### src/sv/assert_macros.svh
// ----------------------------------------------------------------------------
// Assertion macros
// Shared concurrent assertion forms, clocked on i_clk and held off in reset.
// ----------------------------------------------------------------------------
`ifndef ASSERT_MACROS_SVH
`define ASSERT_MACROS_SVH

// Same-cycle implication.
`define MRM_ASSERT_IMPL(label, ante, cons, msg) \
    label: assert property (@(posedge i_clk) disable iff (!i_rst_n) (ante) |-> (cons)) \
        else $error(msg);

// Next-cycle implication.
`define MRM_ASSERT_NEXT(label, ante, cons, msg) \
    label: assert property (@(posedge i_clk) disable iff (!i_rst_n) (ante) |=> (cons)) \
        else $error(msg);

`endif

### src/sv/mrm_pkg.sv
// ----------------------------------------------------------------------------
// mrm_pkg
// Types, codes and helpers shared by the Modbus-RTU master frame engine.
// ----------------------------------------------------------------------------
package mrm_pkg;

    localparam int RESP_BYTES_DEF = 64;

    localparam logic [15:0] CRC_INIT = 16'hFFFF;
    localparam logic [15:0] CRC_POLY = 16'hA001;
    localparam logic [7:0]  FC_READ  = 8'h03;
    localparam logic [7:0]  FC_WRITE = 8'h06;
    localparam logic [7:0]  EXC_BIT  = 8'h80;
    localparam logic [7:0]  FC_MASK  = 8'h7F;

    typedef enum logic [1:0] {
        CMD_READ    = 2'd0,
        CMD_WRITE   = 2'd1,
        CMD_BYTE    = 2'd2,
        CMD_TIMEOUT = 2'd3
    } t_cmd;

    typedef enum logic [1:0] {
        KIND_TX     = 2'd0,
        KIND_WORD   = 2'd1,
        KIND_STATUS = 2'd2
    } t_kind;

    typedef enum logic [2:0] {
        ST_OK      = 3'd0,
        ST_TIMEOUT = 3'd1,
        ST_CRC     = 3'd2,
        ST_INVALID = 3'd3,
        ST_SIZE    = 3'd4
    } t_status;

    typedef struct packed {
        logic       init;
        logic       load;
        logic [7:0] data;
    } t_crc_ctl;

    typedef struct packed {
        logic        busy;
        logic [15:0] crc;
    } t_crc_sts;

    function automatic logic [15:0] crc_shift(input logic [15:0] c);
        crc_shift = c[0] ? ((c >> 1) ^ CRC_POLY) : (c >> 1);
    endfunction

endpackage

### src/sv/mrm_crc_unit.sv
// ----------------------------------------------------------------------------
// mrm_crc_unit
// Bit-serial CRC-16 engine: one byte is folded in over eight shift steps.
// ----------------------------------------------------------------------------
module mrm_crc_unit (
    input  logic              i_clk,
    input  logic              i_rst_n,
    input  mrm_pkg::t_crc_ctl i_ctl,
    output mrm_pkg::t_crc_sts o_sts
);
    import mrm_pkg::*;

    logic [15:0] r_crc;
    logic [3:0]  r_cnt;
    logic [15:0] n_crc;
    logic [3:0]  n_cnt;

    always_comb begin
        n_crc = r_crc;
        n_cnt = r_cnt;
        if (i_ctl.init) begin
            n_crc = CRC_INIT;
            n_cnt = 4'd0;
        end else if (i_ctl.load) begin
            n_crc = r_crc ^ {8'h00, i_ctl.data};
            n_cnt = 4'd8;
        end else if (r_cnt != 4'd0) begin
            n_crc = crc_shift(r_crc);
            n_cnt = r_cnt - 4'd1;
        end
    end

    always_ff @(posedge i_clk) begin
        if (!i_rst_n) begin
            r_crc <= CRC_INIT;
            r_cnt <= 4'd0;
        end else begin
            r_crc <= n_crc;
            r_cnt <= n_cnt;
        end
    end

    assign o_sts.busy = (r_cnt != 4'd0);
    assign o_sts.crc  = r_crc;

endmodule

### src/sv/mrm_word_mem.sv
// ----------------------------------------------------------------------------
// mrm_word_mem
// Register word buffer: one write port, one registered read port.
// ----------------------------------------------------------------------------
module mrm_word_mem #(
    parameter int DEPTH = 29,
    parameter int AW    = 5
) (
    input  logic          i_clk,
    input  logic          i_we,
    input  logic [AW-1:0] i_waddr,
    input  logic [15:0]   i_wdata,
    input  logic          i_re,
    input  logic [AW-1:0] i_raddr,
    output logic [15:0]   o_rdata
);
    logic [15:0] r_mem [DEPTH];
    logic [15:0] r_rdata;

    always_ff @(posedge i_clk) begin
        if (i_we) begin
            r_mem[i_waddr] <= i_wdata;
        end
    end

    always_ff @(posedge i_clk) begin
        if (i_re) begin
            r_rdata <= r_mem[i_raddr];
        end
    end

    assign o_rdata = r_rdata;

endmodule

### src/sv/modbus_rtu_master_frame_engine.sv
// ----------------------------------------------------------------------------
// modbus_rtu_master_frame_engine
// Modbus-RTU master framing for read holding (0x03) and write single (0x06).
// ----------------------------------------------------------------------------
// A start command sends each of the six request bytes through the bit-serial
// CRC unit before it is emitted, then the two CRC bytes follow. Each response
// byte is folded in by the same CRC unit (load, eight shift steps, then
// hand-back) before the input is ready again. When the last byte of a frame
// arrives, the check runs, then each register word is sent (registered read of
// the word buffer, then the beat), then the status. A timeout or an oversized
// read goes through the status state, and its status beat is registered.
// Ignored bytes and ignored timeouts leave the input ready. Output
// backpressure can stall every beat.
`include "assert_macros.svh"

module modbus_rtu_master_frame_engine #(
    parameter int RESP_BYTES = mrm_pkg::RESP_BYTES_DEF
) (
    input  logic        i_clk,
    input  logic        i_rst_n,
    input  logic        s_axis_tvalid,
    output logic        s_axis_tready,
    // slave[7:0], reg_addr[23:8], count_or_value[39:24], rx_byte[47:40]
    input  logic [47:0] s_axis_tdata,
    // command[1:0]
    input  logic [1:0]  s_axis_tuser,
    output logic        m_axis_tvalid,
    input  logic        m_axis_tready,
    // data[15:0], status[18:16], exception_code[26:19], zero[31:27]
    output logic [31:0] m_axis_tdata,
    // kind[1:0]
    output logic [1:0]  m_axis_tuser,
    output logic        m_axis_tlast
);
    import mrm_pkg::*;

    localparam int MAX_WORDS = (RESP_BYTES - 5) / 2;
    localparam int CW        = $clog2(RESP_BYTES + 1);
    localparam int WCW       = $clog2(MAX_WORDS + 1);
    localparam int AW        = (MAX_WORDS > 1) ? $clog2(MAX_WORDS) : 1;

    typedef enum logic [3:0] {
        S_IDLE,
        S_TX_CRC,
        S_TX_WAIT,
        S_TX_LO,
        S_TX_HI,
        S_RX_WAIT,
        S_CHECK,
        S_WRD_RD,
        S_WRD_OUT,
        S_STATUS
    } t_state;

    t_state         r_state;
    logic           r_busy;
    logic [7:0]     r_want_slave;
    logic [7:0]     r_want_fc;
    logic [15:0]    r_req_addr;
    logic [15:0]    r_req_cv;
    logic [WCW-1:0] r_wc;
    logic [CW-1:0]  r_exp;
    logic [CW-1:0]  r_rcvd;
    logic [15:0]    r_crc5;
    logic [7:0]     r_hdr [3];
    logic [7:0]     r_hold;
    logic [2:0]     r_idx;
    logic [WCW-1:0] r_widx;
    logic           r_done_rx;
    t_status        r_stat;
    logic [7:0]     r_exc;

    logic           r_m_valid;
    t_kind          r_m_kind;
    logic [15:0]    r_m_data;
    t_status        r_m_status;
    logic [7:0]     r_m_exc;
    logic           r_m_last;

    t_crc_ctl       w_crc_ctl;
    t_crc_sts       w_crc_sts;

    t_cmd           w_cmd;
    logic           w_in_fire;
    logic [7:0]     w_slave;
    logic [15:0]    w_addr;
    logic [15:0]    w_cv;
    logic [7:0]     w_rx;
    logic [17:0]    w_expect;
    logic           w_too_big;
    logic [CW-1:0]  w_off;
    logic           w_in_words;
    logic           w_out_free;
    logic [7:0]     w_req_byte;
    logic           w_hdr_bad;
    logic           w_mem_we;
    logic [15:0]    w_mem_rdata;

    assign w_cmd      = t_cmd'(s_axis_tuser);
    assign w_slave    = s_axis_tdata[7:0];
    assign w_addr     = s_axis_tdata[23:8];
    assign w_cv       = s_axis_tdata[39:24];
    assign w_rx       = s_axis_tdata[47:40];
    assign w_in_fire  = s_axis_tvalid && s_axis_tready;
    assign w_out_free = !r_m_valid || m_axis_tready;

    assign w_expect   = 18'd5 + {1'b0, w_cv, 1'b0};
    assign w_too_big  = (w_cmd == CMD_READ) && (w_expect > 18'(RESP_BYTES));

    assign w_off      = r_rcvd - CW'(3);
    assign w_in_words = (r_want_fc == FC_READ) && (r_rcvd >= CW'(3))
                        && ((CW+1)'(w_off) < (CW+1)'({r_wc, 1'b0}));

    assign w_hdr_bad  = (r_hdr[0] != r_want_slave)
                        || ((r_hdr[1] & FC_MASK) != (r_want_fc & FC_MASK))
                        || ((r_hdr[1] & EXC_BIT) != 8'h00)
                        || ((r_want_fc == FC_READ) && (r_hdr[2] != 8'({r_wc, 1'b0})));

    always_comb begin
        unique case (r_idx)
            3'd0:    w_req_byte = r_want_slave;
            3'd1:    w_req_byte = r_want_fc;
            3'd2:    w_req_byte = r_req_addr[15:8];
            3'd3:    w_req_byte = r_req_addr[7:0];
            3'd4:    w_req_byte = r_req_cv[15:8];
            3'd5:    w_req_byte = r_req_cv[7:0];
            default: w_req_byte = 8'h00;
        endcase
    end

    always_comb begin
        w_crc_ctl = '0;
        priority if (r_state == S_IDLE && w_in_fire
                     && (w_cmd == CMD_READ || w_cmd == CMD_WRITE) && !w_too_big) begin
            w_crc_ctl.init = 1'b1;
        end else if (r_state == S_IDLE && w_in_fire && w_cmd == CMD_BYTE && r_busy) begin
            w_crc_ctl.load = 1'b1;
            w_crc_ctl.data = w_rx;
        end else if (r_state == S_TX_CRC) begin
            w_crc_ctl.load = 1'b1;
            w_crc_ctl.data = w_req_byte;
        end else if (r_state == S_TX_HI && w_out_free) begin
            w_crc_ctl.init = 1'b1;
        end else begin
            w_crc_ctl = '0;
        end
    end

    assign w_mem_we = w_in_fire && (w_cmd == CMD_BYTE) && r_busy && w_in_words && w_off[0];

    mrm_crc_unit u_crc (
        .i_clk   (i_clk),
        .i_rst_n (i_rst_n),
        .i_ctl   (w_crc_ctl),
        .o_sts   (w_crc_sts)
    );

    mrm_word_mem #(
        .DEPTH (MAX_WORDS),
        .AW    (AW)
    ) u_mem (
        .i_clk   (i_clk),
        .i_we    (w_mem_we),
        .i_waddr (AW'(w_off >> 1)),
        .i_wdata ({r_hold, w_rx}),
        .i_re    (r_state == S_WRD_RD),
        .i_raddr (AW'(r_widx)),
        .o_rdata (w_mem_rdata)
    );

    always_ff @(posedge i_clk) begin
        if (!i_rst_n) begin
            r_state      <= S_IDLE;
            r_busy       <= 1'b0;
            r_want_slave <= 8'h00;
            r_want_fc    <= 8'h00;
            r_wc         <= '0;
            r_exp        <= '0;
            r_rcvd       <= '0;
            r_crc5       <= 16'h0000;
            r_hdr        <= '{default: 8'h00};
            r_hold       <= 8'h00;
            r_idx        <= 3'd0;
            r_widx       <= '0;
            r_done_rx    <= 1'b0;
            r_m_valid    <= 1'b0;
            r_m_last     <= 1'b0;
        end else begin
            if (r_m_valid && m_axis_tready) begin
                r_m_valid <= 1'b0;
            end
            unique case (r_state)
                S_IDLE: begin
                    if (w_in_fire) begin
                        unique case (w_cmd)
                            CMD_READ, CMD_WRITE: begin
                                r_busy <= 1'b0;
                                if (w_too_big) begin
                                    r_stat  <= ST_SIZE;
                                    r_exc   <= 8'h00;
                                    r_state <= S_STATUS;
                                end else begin
                                    r_want_slave <= w_slave;
                                    r_req_addr   <= w_addr;
                                    r_req_cv     <= w_cv;
                                    r_idx        <= 3'd0;
                                    r_state      <= S_TX_CRC;
                                    if (w_cmd == CMD_READ) begin
                                        r_want_fc <= FC_READ;
                                        r_wc      <= WCW'(w_cv);
                                        r_exp     <= CW'(w_expect);
                                    end else begin
                                        r_want_fc <= FC_WRITE;
                                        r_wc      <= '0;
                                        r_exp     <= CW'(8);
                                    end
                                end
                            end
                            CMD_BYTE: begin
                                if (r_busy) begin
                                    if (r_rcvd < CW'(3)) begin
                                        r_hdr[r_rcvd[1:0]] <= w_rx;
                                    end
                                    if (w_in_words && !w_off[0]) begin
                                        r_hold <= w_rx;
                                    end
                                    r_rcvd    <= r_rcvd + CW'(1);
                                    r_done_rx <= ((r_rcvd + CW'(1)) >= r_exp);
                                    r_state   <= S_RX_WAIT;
                                end
                            end
                            CMD_TIMEOUT: begin
                                if (r_busy) begin
                                    r_busy  <= 1'b0;
                                    r_state <= S_STATUS;
                                    if (r_rcvd >= CW'(5) && (r_hdr[1] & EXC_BIT) != 8'h00
                                        && r_crc5 == 16'h0000) begin
                                        r_stat <= ST_INVALID;
                                        r_exc  <= r_hdr[2];
                                    end else begin
                                        r_stat <= ST_TIMEOUT;
                                        r_exc  <= 8'h00;
                                    end
                                end
                            end
                            default: r_state <= S_IDLE;
                        endcase
                    end
                end
                S_TX_CRC: begin
                    r_state <= S_TX_WAIT;
                end
                S_TX_WAIT: begin
                    if (!w_crc_sts.busy && w_out_free) begin
                        r_m_valid  <= 1'b1;
                        r_m_kind   <= KIND_TX;
                        r_m_data   <= {8'h00, w_req_byte};
                        r_m_status <= ST_OK;
                        r_m_exc    <= 8'h00;
                        r_m_last   <= 1'b0;
                        r_idx      <= r_idx + 3'd1;
                        r_state    <= (r_idx == 3'd5) ? S_TX_LO : S_TX_CRC;
                    end
                end
                S_TX_LO: begin
                    if (w_out_free) begin
                        r_m_valid  <= 1'b1;
                        r_m_kind   <= KIND_TX;
                        r_m_data   <= {8'h00, w_crc_sts.crc[7:0]};
                        r_m_status <= ST_OK;
                        r_m_exc    <= 8'h00;
                        r_m_last   <= 1'b0;
                        r_state    <= S_TX_HI;
                    end
                end
                S_TX_HI: begin
                    if (w_out_free) begin
                        r_m_valid  <= 1'b1;
                        r_m_kind   <= KIND_TX;
                        r_m_data   <= {8'h00, w_crc_sts.crc[15:8]};
                        r_m_status <= ST_OK;
                        r_m_exc    <= 8'h00;
                        r_m_last   <= 1'b1;
                        r_busy     <= 1'b1;
                        r_rcvd     <= '0;
                        r_crc5     <= 16'h0000;
                        r_hdr      <= '{default: 8'h00};
                        r_hold     <= 8'h00;
                        r_state    <= S_IDLE;
                    end
                end
                S_RX_WAIT: begin
                    if (!w_crc_sts.busy) begin
                        if (r_rcvd == CW'(5)) begin
                            r_crc5 <= w_crc_sts.crc;
                        end
                        r_state <= r_done_rx ? S_CHECK : S_IDLE;
                    end
                end
                S_CHECK: begin
                    r_busy <= 1'b0;
                    r_exc  <= 8'h00;
                    r_widx <= '0;
                    priority if (w_crc_sts.crc != 16'h0000) begin
                        r_stat  <= ST_CRC;
                        r_state <= S_STATUS;
                    end else if (w_hdr_bad) begin
                        r_stat  <= ST_INVALID;
                        r_state <= S_STATUS;
                    end else if (r_want_fc == FC_READ && r_wc != '0) begin
                        r_stat  <= ST_OK;
                        r_state <= S_WRD_RD;
                    end else begin
                        r_stat  <= ST_OK;
                        r_state <= S_STATUS;
                    end
                end
                S_WRD_RD: begin
                    r_state <= S_WRD_OUT;
                end
                S_WRD_OUT: begin
                    if (w_out_free) begin
                        r_m_valid  <= 1'b1;
                        r_m_kind   <= KIND_WORD;
                        r_m_data   <= w_mem_rdata;
                        r_m_status <= ST_OK;
                        r_m_exc    <= 8'h00;
                        r_m_last   <= 1'b0;
                        r_widx     <= r_widx + WCW'(1);
                        r_state    <= ((r_widx + WCW'(1)) == r_wc) ? S_STATUS : S_WRD_RD;
                    end
                end
                S_STATUS: begin
                    if (w_out_free) begin
                        r_m_valid  <= 1'b1;
                        r_m_kind   <= KIND_STATUS;
                        r_m_data   <= 16'h0000;
                        r_m_status <= r_stat;
                        r_m_exc    <= r_exc;
                        r_m_last   <= 1'b1;
                        r_state    <= S_IDLE;
                    end
                end
                default: r_state <= S_IDLE;
            endcase
        end
    end

    assign s_axis_tready = (r_state == S_IDLE) && i_rst_n;
    assign m_axis_tvalid = r_m_valid;
    assign m_axis_tdata  = {5'b00000, r_m_exc, r_m_status, r_m_data};
    assign m_axis_tuser  = r_m_kind;
    assign m_axis_tlast  = r_m_last;

    `MRM_ASSERT_IMPL(a_idle_crc_quiet, s_axis_tready, !w_crc_sts.busy, "CRC unit busy while ready")
    `MRM_ASSERT_NEXT(a_crc_load_busy, r_state == S_TX_CRC, w_crc_sts.busy, "CRC load not started")
    `MRM_ASSERT_IMPL(a_status_last, r_m_valid && r_m_kind == KIND_STATUS, r_m_last, "Status beat without last")
    `MRM_ASSERT_IMPL(a_rx_count, r_busy && r_state == S_IDLE, r_rcvd < r_exp, "Receive count reached frame length while waiting")

endmodule
### config.mk
export PLATFORM = sky130hd
export DESIGN_NAME = modbus_rtu_master_frame_engine
export DESIGN_NICKNAME = d
export VERILOG_FILES = /design/src/sv/mrm_pkg.sv /design/src/sv/mrm_crc_unit.sv /design/src/sv/mrm_word_mem.sv /design/src/sv/modbus_rtu_master_frame_engine.sv
export VERILOG_INCLUDE_DIRS = /design/src /design/src/sv
export SDC_FILE = /design/constraint.sdc
export NUM_CORES = 1
export LEC_CHECK = 0
export BUFFER_PORTS_ARGS = -buffer_cell sky130_fd_sc_hd__buf_2
export CORE_ASPECT_RATIO = 1.75
export CORE_MARGIN = 2
export CORE_UTILIZATION = 49
export DETAILED_ROUTE_END_ITERATION = 12
export PLACE_DENSITY_LB_ADDON = 0.3
export SETUP_SLACK_MARGIN = 0.4
export SYNTH_ARGS = -nofsm -noshare
export SYNTH_HDL_FRONTEND = slang
export SYNTH_HIERARCHICAL = 1
export SYNTH_SLANG_ARGS = --single-unit
### constraint.sdc
create_clock -name i_clk -period 6.8 [get_ports i_clk]
set_input_delay 0.34 -clock i_clk [delete_from_list [all_inputs] [get_ports i_clk]]
set_output_delay 0.34 -clock i_clk [all_outputs]
set_load 0.01 [all_outputs]
Word-level counts from Yosys, hierarchy flattened

Memories as Yosys holds them, arrays and structs flattened. A register that Yosys moved wholly into a read port is not among the register bits.
Index checks and enable logic that the tools add are counted.

Eq/ne operators: 46
Muxes and demuxes: 108
Reduce and logical (&&, ||, !) cells: 75
Add/sub/neg operators: 6
Bitwise gates (word level): 5
$lt $le $gt $ge: 8

Operators by type and width:

| cell                    | count |
|---|---|
| $mux W16                | 10 |
| $mux W24                | 5 |
| $mux W8                 | 12 |
| $pmux W16 S5            | 1 |
| $mux W4                 | 15 |
| $pmux W24 S2            | 1 |
| $pmux W8 S2             | 3 |
| $pmux W8 S6             | 1 |
| $mux W3                 | 12 |
| $pmux W4 S9             | 1 |
| $mux W7                 | 5 |
| $pmux W16 S2            | 1 |
| $ne A2 B2 Y1 const B    | 14 |
| $mux W9                 | 3 |
| $bwmux W24              | 1 |
| $pmux W8 S3             | 1 |
| $reduce_and A6 Y1       | 4 |
| $logic_and A1 B1 Y1     | 23 |
| $reduce_and A4 Y1       | 5 |
| $reduce_and A5 Y1       | 4 |
| $add A3 B17 Y18 const A | 1 |
| $gt A18 B7 Y1 const B   | 1 |
| $pmux W3 S2             | 3 |
| $demux W8 S2            | 1 |
| other kinds (60)        | 120 |

Input bits: 54
Flip-flop bits (word level): 191
Memories kept: 1
Logic and storage cells: 277
Bits in writable memories: 464

Memory list:

| memory      | depth | width | rd ports | clocked after memory_dff | wr ports | line               | RTL |
|---|---|---|---|---|---|---|---|
| u_mem.r_mem | 29    | 16    | 1        | 1                        | 1        | mrm_word_mem.sv:17 | `logic [15:0] r_mem [DEPTH];` |

Longest topological paths before layout

Word-level depth: 11
Mapped depth: 13
Depth with buffers taken out: 12

Cells and area by module

The synthesis kept the hierarchy.

By module, submodules not included:

| module                         | cells an instance | area each (µm²) | seq. area each (µm²) | times used |
|---|---|---|---|---|
| mrm_word_mem                   | 869               | 18,425.2        | 14,413.8             | 1 |
| modbus_rtu_master_frame_engine | 855               | 8,121.5         | 4,003.8              | 1 |
| mrm_crc_unit                   | 114               | 972.2           | 400.4                | 1 |

Least setup slack after synthesis

No wires, ideal clock.

Path kind: reg2reg
Start: reg r_rcvd[0]
End: mem u_mem.r_mem[24][0], enable pin
Stages on the path, launching flop included: 14
Setup slack: 2.912 ns
Arrival: 3.499 ns
Cell sequence: dfxtp_1 > ha_1 > xor2_1 > inv_1 > ha_1 > nor2b_1 > o21a_1 > o21a_1 > o21ai_0 > nand3_1 > nor3_1 > or3b_2 > clkbuf_1 > nor2_1

Longest elaborated chain between the ends: 7

RTL lines:

| element                           | line                                  | RTL |
|---|---|---|
| start, declared                   | modbus_rtu_master_frame_engine.sv:63  | `logic [CW-1:0] r_rcvd;` |
| start signal, assigned            | modbus_rtu_master_frame_engine.sv:227 | `r_rcvd <= r_rcvd + CW'(1);` |
| $sub A7 B2 Y7                     | modbus_rtu_master_frame_engine.sv:110 | `assign w_off = r_rcvd - CW'(3);` |
| net w_off[2]                      | modbus_rtu_master_frame_engine.sv:91  | `logic [CW-1:0] w_off;` |
| $lt A7 B6 Y1                      | modbus_rtu_master_frame_engine.sv:112 | `&& ((CW+1)'(w_off) < (CW+1)'({r_wc, 1'b0}));` |
| $logic_and A1 B1 Y1               | modbus_rtu_master_frame_engine.sv:112 |  |
| $logic_and A1 B1 Y1 (2 in series) | modbus_rtu_master_frame_engine.sv:149 | `assign w_mem_we = w_in_fire && (w_cmd == CMD_BYTE) && r_busy && w_in_words && w_off[0];` |
| net w_mem_we                      | modbus_rtu_master_frame_engine.sv:96  | `logic w_mem_we;` |
| $mux W1                           | mrm_word_mem.sv:21                    | `if (i_we) begin` |
| $mux W1 (not written as such)     | mrm_word_mem.sv:22                    | `r_mem[i_waddr] <= i_wdata;` |
| end, declared                     | mrm_word_mem.sv:17                    |  |

The timed path passes the listed nets, and every way through them passes these cells.

Worst setup path after layout

Start: reg r_rcvd[0]
End: mem u_mem.r_mem[24][2], enable pin

The elaborated chain is that of the path after synthesis.

==> implementation parameters <==
Parameter                              Value

Pwr
  Sw power ... 2.34 mW
  Combinational share of power ... 12.8%
  Power share of the sequential group ... 50.8%
  Maximum resistive drop on vdd ... 238 uV
  Power density over the cells ... 300 nW/um^2
  Internal power component ... 6.93 mW
  Clock share of power ... 36.4%
  Leakage ... 9.90 nW
  Sw Ratio ... 25.2%

Clock network
  Source-to-sink clock delay at the later pin of the worst-skew pair ... 0.61 ns
  Clock root buffer ... sky130_fd_sc_hd__clkbuf_16
  Count of clock tree sinks ... 664
  Post-CTS clock slew at the launch and capture registers of the worst setup and hold paths ... 0.06 ns
  Clock Path Buffers ... 3
  Setup Buffers After CTS ... 0
  CTS buffer count ... 56
  H-Tree Depth ... 2
  TritonCTS clock tree ... yes
  Number of gates given a new drive strength after cts ... 0

Die
  Area of the die ... 58,100 sq um
  Die width ... 183 microns
  Core footprint ... 55,300 sq um
  Number of top-level design ports ... 91
  Starting utilization of the core area ... 49.7%
  Die Span Y ... 318 microns
  Number of standard-cell rows in the floorplan ... 114

Critical path
  Critical path buffer and inverter count ... 2
  Cell count along the critical path ... 13
  Maximum cell stage delay along the critical path ... 0.65 ns
  Kind of cell adding the most delay to the critical path ... simple AND/OR/NAND/NOR gates
  Largest driver fanout on the critical path ... 16
  Slowest cell on crit path ... sky130_fd_sc_hd__or3b_2
  WP data arrival ... 4.23 ns
  Reg-to-reg startpoint ... r_rcvd[0]
  Critical setup path kind ... reg2reg
  Crit path capture type ... flop
  Worst path required time ... 7.08 ns
  Worst Setup Start Kind ... flop
  FF-to-FF End ... u_mem/r_mem[24][2]
  Ordered list of cells on the worst path ... ha_1, xor2_1, inv_1, ha_1, nor2b_1, o21a_1, o21a_1, o21ai_0, nand3_1, nor3_1, or3b_2, nor2_1, buf_4
  Path depth of the worst reg2reg path ... 13
  Register-to-Register Setup Slack ... 2.85 ns

Yosys
  Syn avg cell area ... 15.0 sq um
  Count of state elements after synthesis ... 664
  Cell count after synthesis ... 1,838
  Post-synthesis sequential area ratio ... 68.4%
  Yosys synthesis warning count ... 6
  Number of enable flip-flop cells after synthesis ... 552
  Most used flip-flop cell after synthesis ... sky130_fd_sc_hd__edfxtp_1
  Async SR Flop Fraction ... 0%
  Post-synthesis instance area ... 27,500 sq um
  Count of different cell masters after synthesis ... 83

STA
  Tightest Pin Transition ... 1.31 ns
  Setup Total Neg Slack ... 0 ns
  Unrepaired setup endpoints after global routing ... false
  Post-route clock period utilization ... 58.0%
  Time the final worst path needs with I/O delays and setup ... 3.95 ns
  Number of endpoints failing setup at the final stage ... 0
  Number of hold-slack violations in the final timing report ... 0
  Worst slew margin relative to its limit ... 12.6%
  Highest clock frequency the design can meet ... 253 MHz
  Max-slew violation count ... 0
  Worst clock skew ... 0.0243 ns

Min path
  Worst hold path depth ... 1
  Path category of the worst min-delay check ... in2reg
  Launch instance of the worst min-delay path ... s_axis_tdata[33]
  Destination of the worst hold path ... r_req_cv[9]

Global routing
  Wire length of the first global-routing pass ... 100,000 microns
  Overall overflow remaining after global route ... 0
  Vias in the first global route ... 16,700
  Antenna violations before repair ... 0
  Pin count of the biggest net entering global routing ... 62
  Tot GR Track Use ... 22.9%

Finish
  Final cell area excluding filler cells ... 30,900 sq um
  Synth-to-Final Area Change ... 12.5%
  Post-layout nets ... 2,038
  Share of cells above drive strength 1 ... 15.7%

Placement
  Area after detailed placement ... 28,700 sq um
  I/O Buffers ... 85
  Post-DP HPWL ... 45,200 microns
  Final Wtd Congestion ... 0.943

Run
  Count of maximum capacitance violations ... 0

Outcome
  Status ... complete, no violations

Route
  Number of design rule violations left after detail routing ... 0
  Post-DRT Antenna Nets ... 0
  Final WL ... 66,300 microns
  Starting DRT DRC Count ... 1,389
  Avg WL per Cell ... 24.5 microns
  Total vias in the final route ... 16,200
  Via density per instance ... 5.99
  Detailed-router iteration count before antenna repair ... 5
==> worst register-to-register path: stages, from the launching register on <==
cell and delay [ns]:
sky130_fd_sc_hd__dfxtp_1 0.49, sky130_fd_sc_hd__ha_1 0.35, sky130_fd_sc_hd__xor2_1 0.22, sky130_fd_sc_hd__inv_1 0.13, sky130_fd_sc_hd__ha_1 0.28, sky130_fd_sc_hd__nor2b_1 0.13
sky130_fd_sc_hd__o21a_1 0.16, sky130_fd_sc_hd__o21a_1 0.16, sky130_fd_sc_hd__o21ai_0 0.16, sky130_fd_sc_hd__nand3_1 0.11, sky130_fd_sc_hd__nor3_1 0.36, sky130_fd_sc_hd__or3b_2 0.65
sky130_fd_sc_hd__nor2_1 0.16, sky130_fd_sc_hd__buf_4 0.27
==> routing by layer <==
metal  global-route usage (%)  part of all wire [%]  vias up
met5                        0                     0        -
met4                     15.8                   7.9        0
met3                     2.67                   4.1      179
met2                     42.0                    53      500
met1                     24.1                    35     8121
li1                         -                     -     7391
==> through the flow <==
step / setup WS, ns / hold WS [ns] / power [mW] / instances / util (%)
floorplan: 2.91 / 0.439 / 5.61 / 1842 / -
CTS: 2.92 / 0.00433 / 9.34 / 2703 / 55.9
finish: 2.85 / 0.0426 / 9.27 / 2704 / 55.9
global route: 2.57 / 0.0356 / 9.62 / 2703 / 55.9
detailed placement: 2.80 / 0.478 / 5.97 / 2564 / 51.8
global placement: 2.90 / 0.469 / 5.94 / 2564 / 51.8
==> cell usage after synthesis (35+ instances only) <==
library cell / n / area, sq um
sky130_fd_sc_hd__dfxtp_1: 112 / 2240
sky130_fd_sc_hd__nand2_1: 87 / 327
sky130_fd_sc_hd__edfxtp_1: 552 / 16600
sky130_fd_sc_hd__a21oi_1: 70 / 350
sky130_fd_sc_hd__mux2i_1: 87 / 871
sky130_fd_sc_hd__and2_1: 38 / 238
sky130_fd_sc_hd__nor2_1: 144 / 541
sky130_fd_sc_hd__clkbuf_1: 62 / 233
sky130_fd_sc_hd__mux4_2: 58 / 1310
sky130_fd_sc_hd__o21ai_0: 75 / 375
sky130_fd_sc_hd__a211oi_1: 35 / 263
sky130_fd_sc_hd__nand3_1: 55 / 275
==> layout by cell type, fill, tap and decap left out, types with 29 or more instances in the layout <==
| cell | instances |
|---|---|
| sky130_fd_sc_hd__edfxtp_1 | 552 |
| sky130_fd_sc_hd__nor2_1 | 144 |
| sky130_fd_sc_hd__dfxtp_1 | 109 |
| sky130_fd_sc_hd__nand2_1 | 87 |
| sky130_fd_sc_hd__mux2i_1 | 87 |
| sky130_fd_sc_hd__buf_2 | 85 |
| sky130_fd_sc_hd__o21ai_0 | 75 |
| sky130_fd_sc_hd__a21oi_1 | 70 |
| sky130_fd_sc_hd__clkbuf_16 | 59 |
| sky130_fd_sc_hd__buf_4 | 59 |
| sky130_fd_sc_hd__mux4_2 | 58 |
| sky130_fd_sc_hd__nand3_1 | 55 |
| sky130_fd_sc_hd__and2_1 | 38 |
| sky130_fd_sc_hd__a211oi_1 | 35 |
| sky130_fd_sc_hd__a22oi_1 | 34 |
| sky130_fd_sc_hd__dlygate4sd3_1 | 33 |
| sky130_fd_sc_hd__inv_1 | 29 |
==> state kept, by name, indices dropped and copies added (netlist names), 5 cells and up <==
name,cells
r_want_slave,8
r_hold,8
r_wc,5
r_crc5,16
r_req_cv,16
r_m_exc,8
r_rcvd,7
r_exc,8
u_mem/o_rdata,16
u_mem/r_mem,464
r_exp,6
u_crc/r_crc,16
r_widx,5
r_m_data,16
r_req_addr,16
r_hdr,24
==> cells by family after synthesis <==
| kind of cell | after synthesis | share of synthesized area, % |
|---|---|---|
| flip-flops | 664 | 68.4 |
| other | 1 | 0.0136 |
| adder cells (fa/ha/maj) | 25 | 1.14 |
| XOR/XNOR | 36 | 1.15 |
| AO/OA/AOI/OAI | 346 | 8.48 |
| buffers and inverters | 150 | 2.77 |
| multiplexers | 169 | 10.1 |
| AND/OR/NAND/NOR | 447 | 7.98 |
==> final cells by class <==
type,instances,area (sq um)
clock buffer,71,1560
antenna,1,2.50
multi-input combinational,1028,7970
sequential,664,18800
tap,696,871
clock inverter,35,403
timing repair buffer,177,1200
inverter,32,120
fill,4276,24400
==> power groups by stage <==
stage / Sequential [mW] / Combinational, mW / Clock, mW
global placement: 4.79 / 1.15 / 0
global route: 4.72 / 1.29 / 3.60
CTS: 4.71 / 1.19 / 3.44
detailed placement: 4.80 / 1.17 / 0
floorplan: 4.73 / 0.875 / 0
finish: 4.71 / 1.19 / 3.37
==> what timing repair did <==
item | CTS | global route
endpoints found under the hold margin | 33 | 0
hold buffers | 33 | 0
setup endpoints to repair | 0 | 0
==> worst max-delay path by stage <==
| stage | from | endpoint | slack [ns] |
|---|---|---|---|
| floorplan | r_rcvd[0] | u_mem/r_mem[24][0] | 2.91 |
| global placement | s_axis_tdata[25] | u_crc/r_crc[13] | 2.90 |
| detailed placement | s_axis_tdata[25] | u_crc/r_crc[13] | 2.80 |
| CTS | r_rcvd[0] | u_mem/r_mem[24][3] | 2.92 |
| global route | s_axis_tdata[26] | u_crc/r_crc[13] | 2.57 |
| finish | r_rcvd[0] | u_mem/r_mem[24][2] | 2.85 |
No activity file was read; power rests on OpenSTA's default activity.
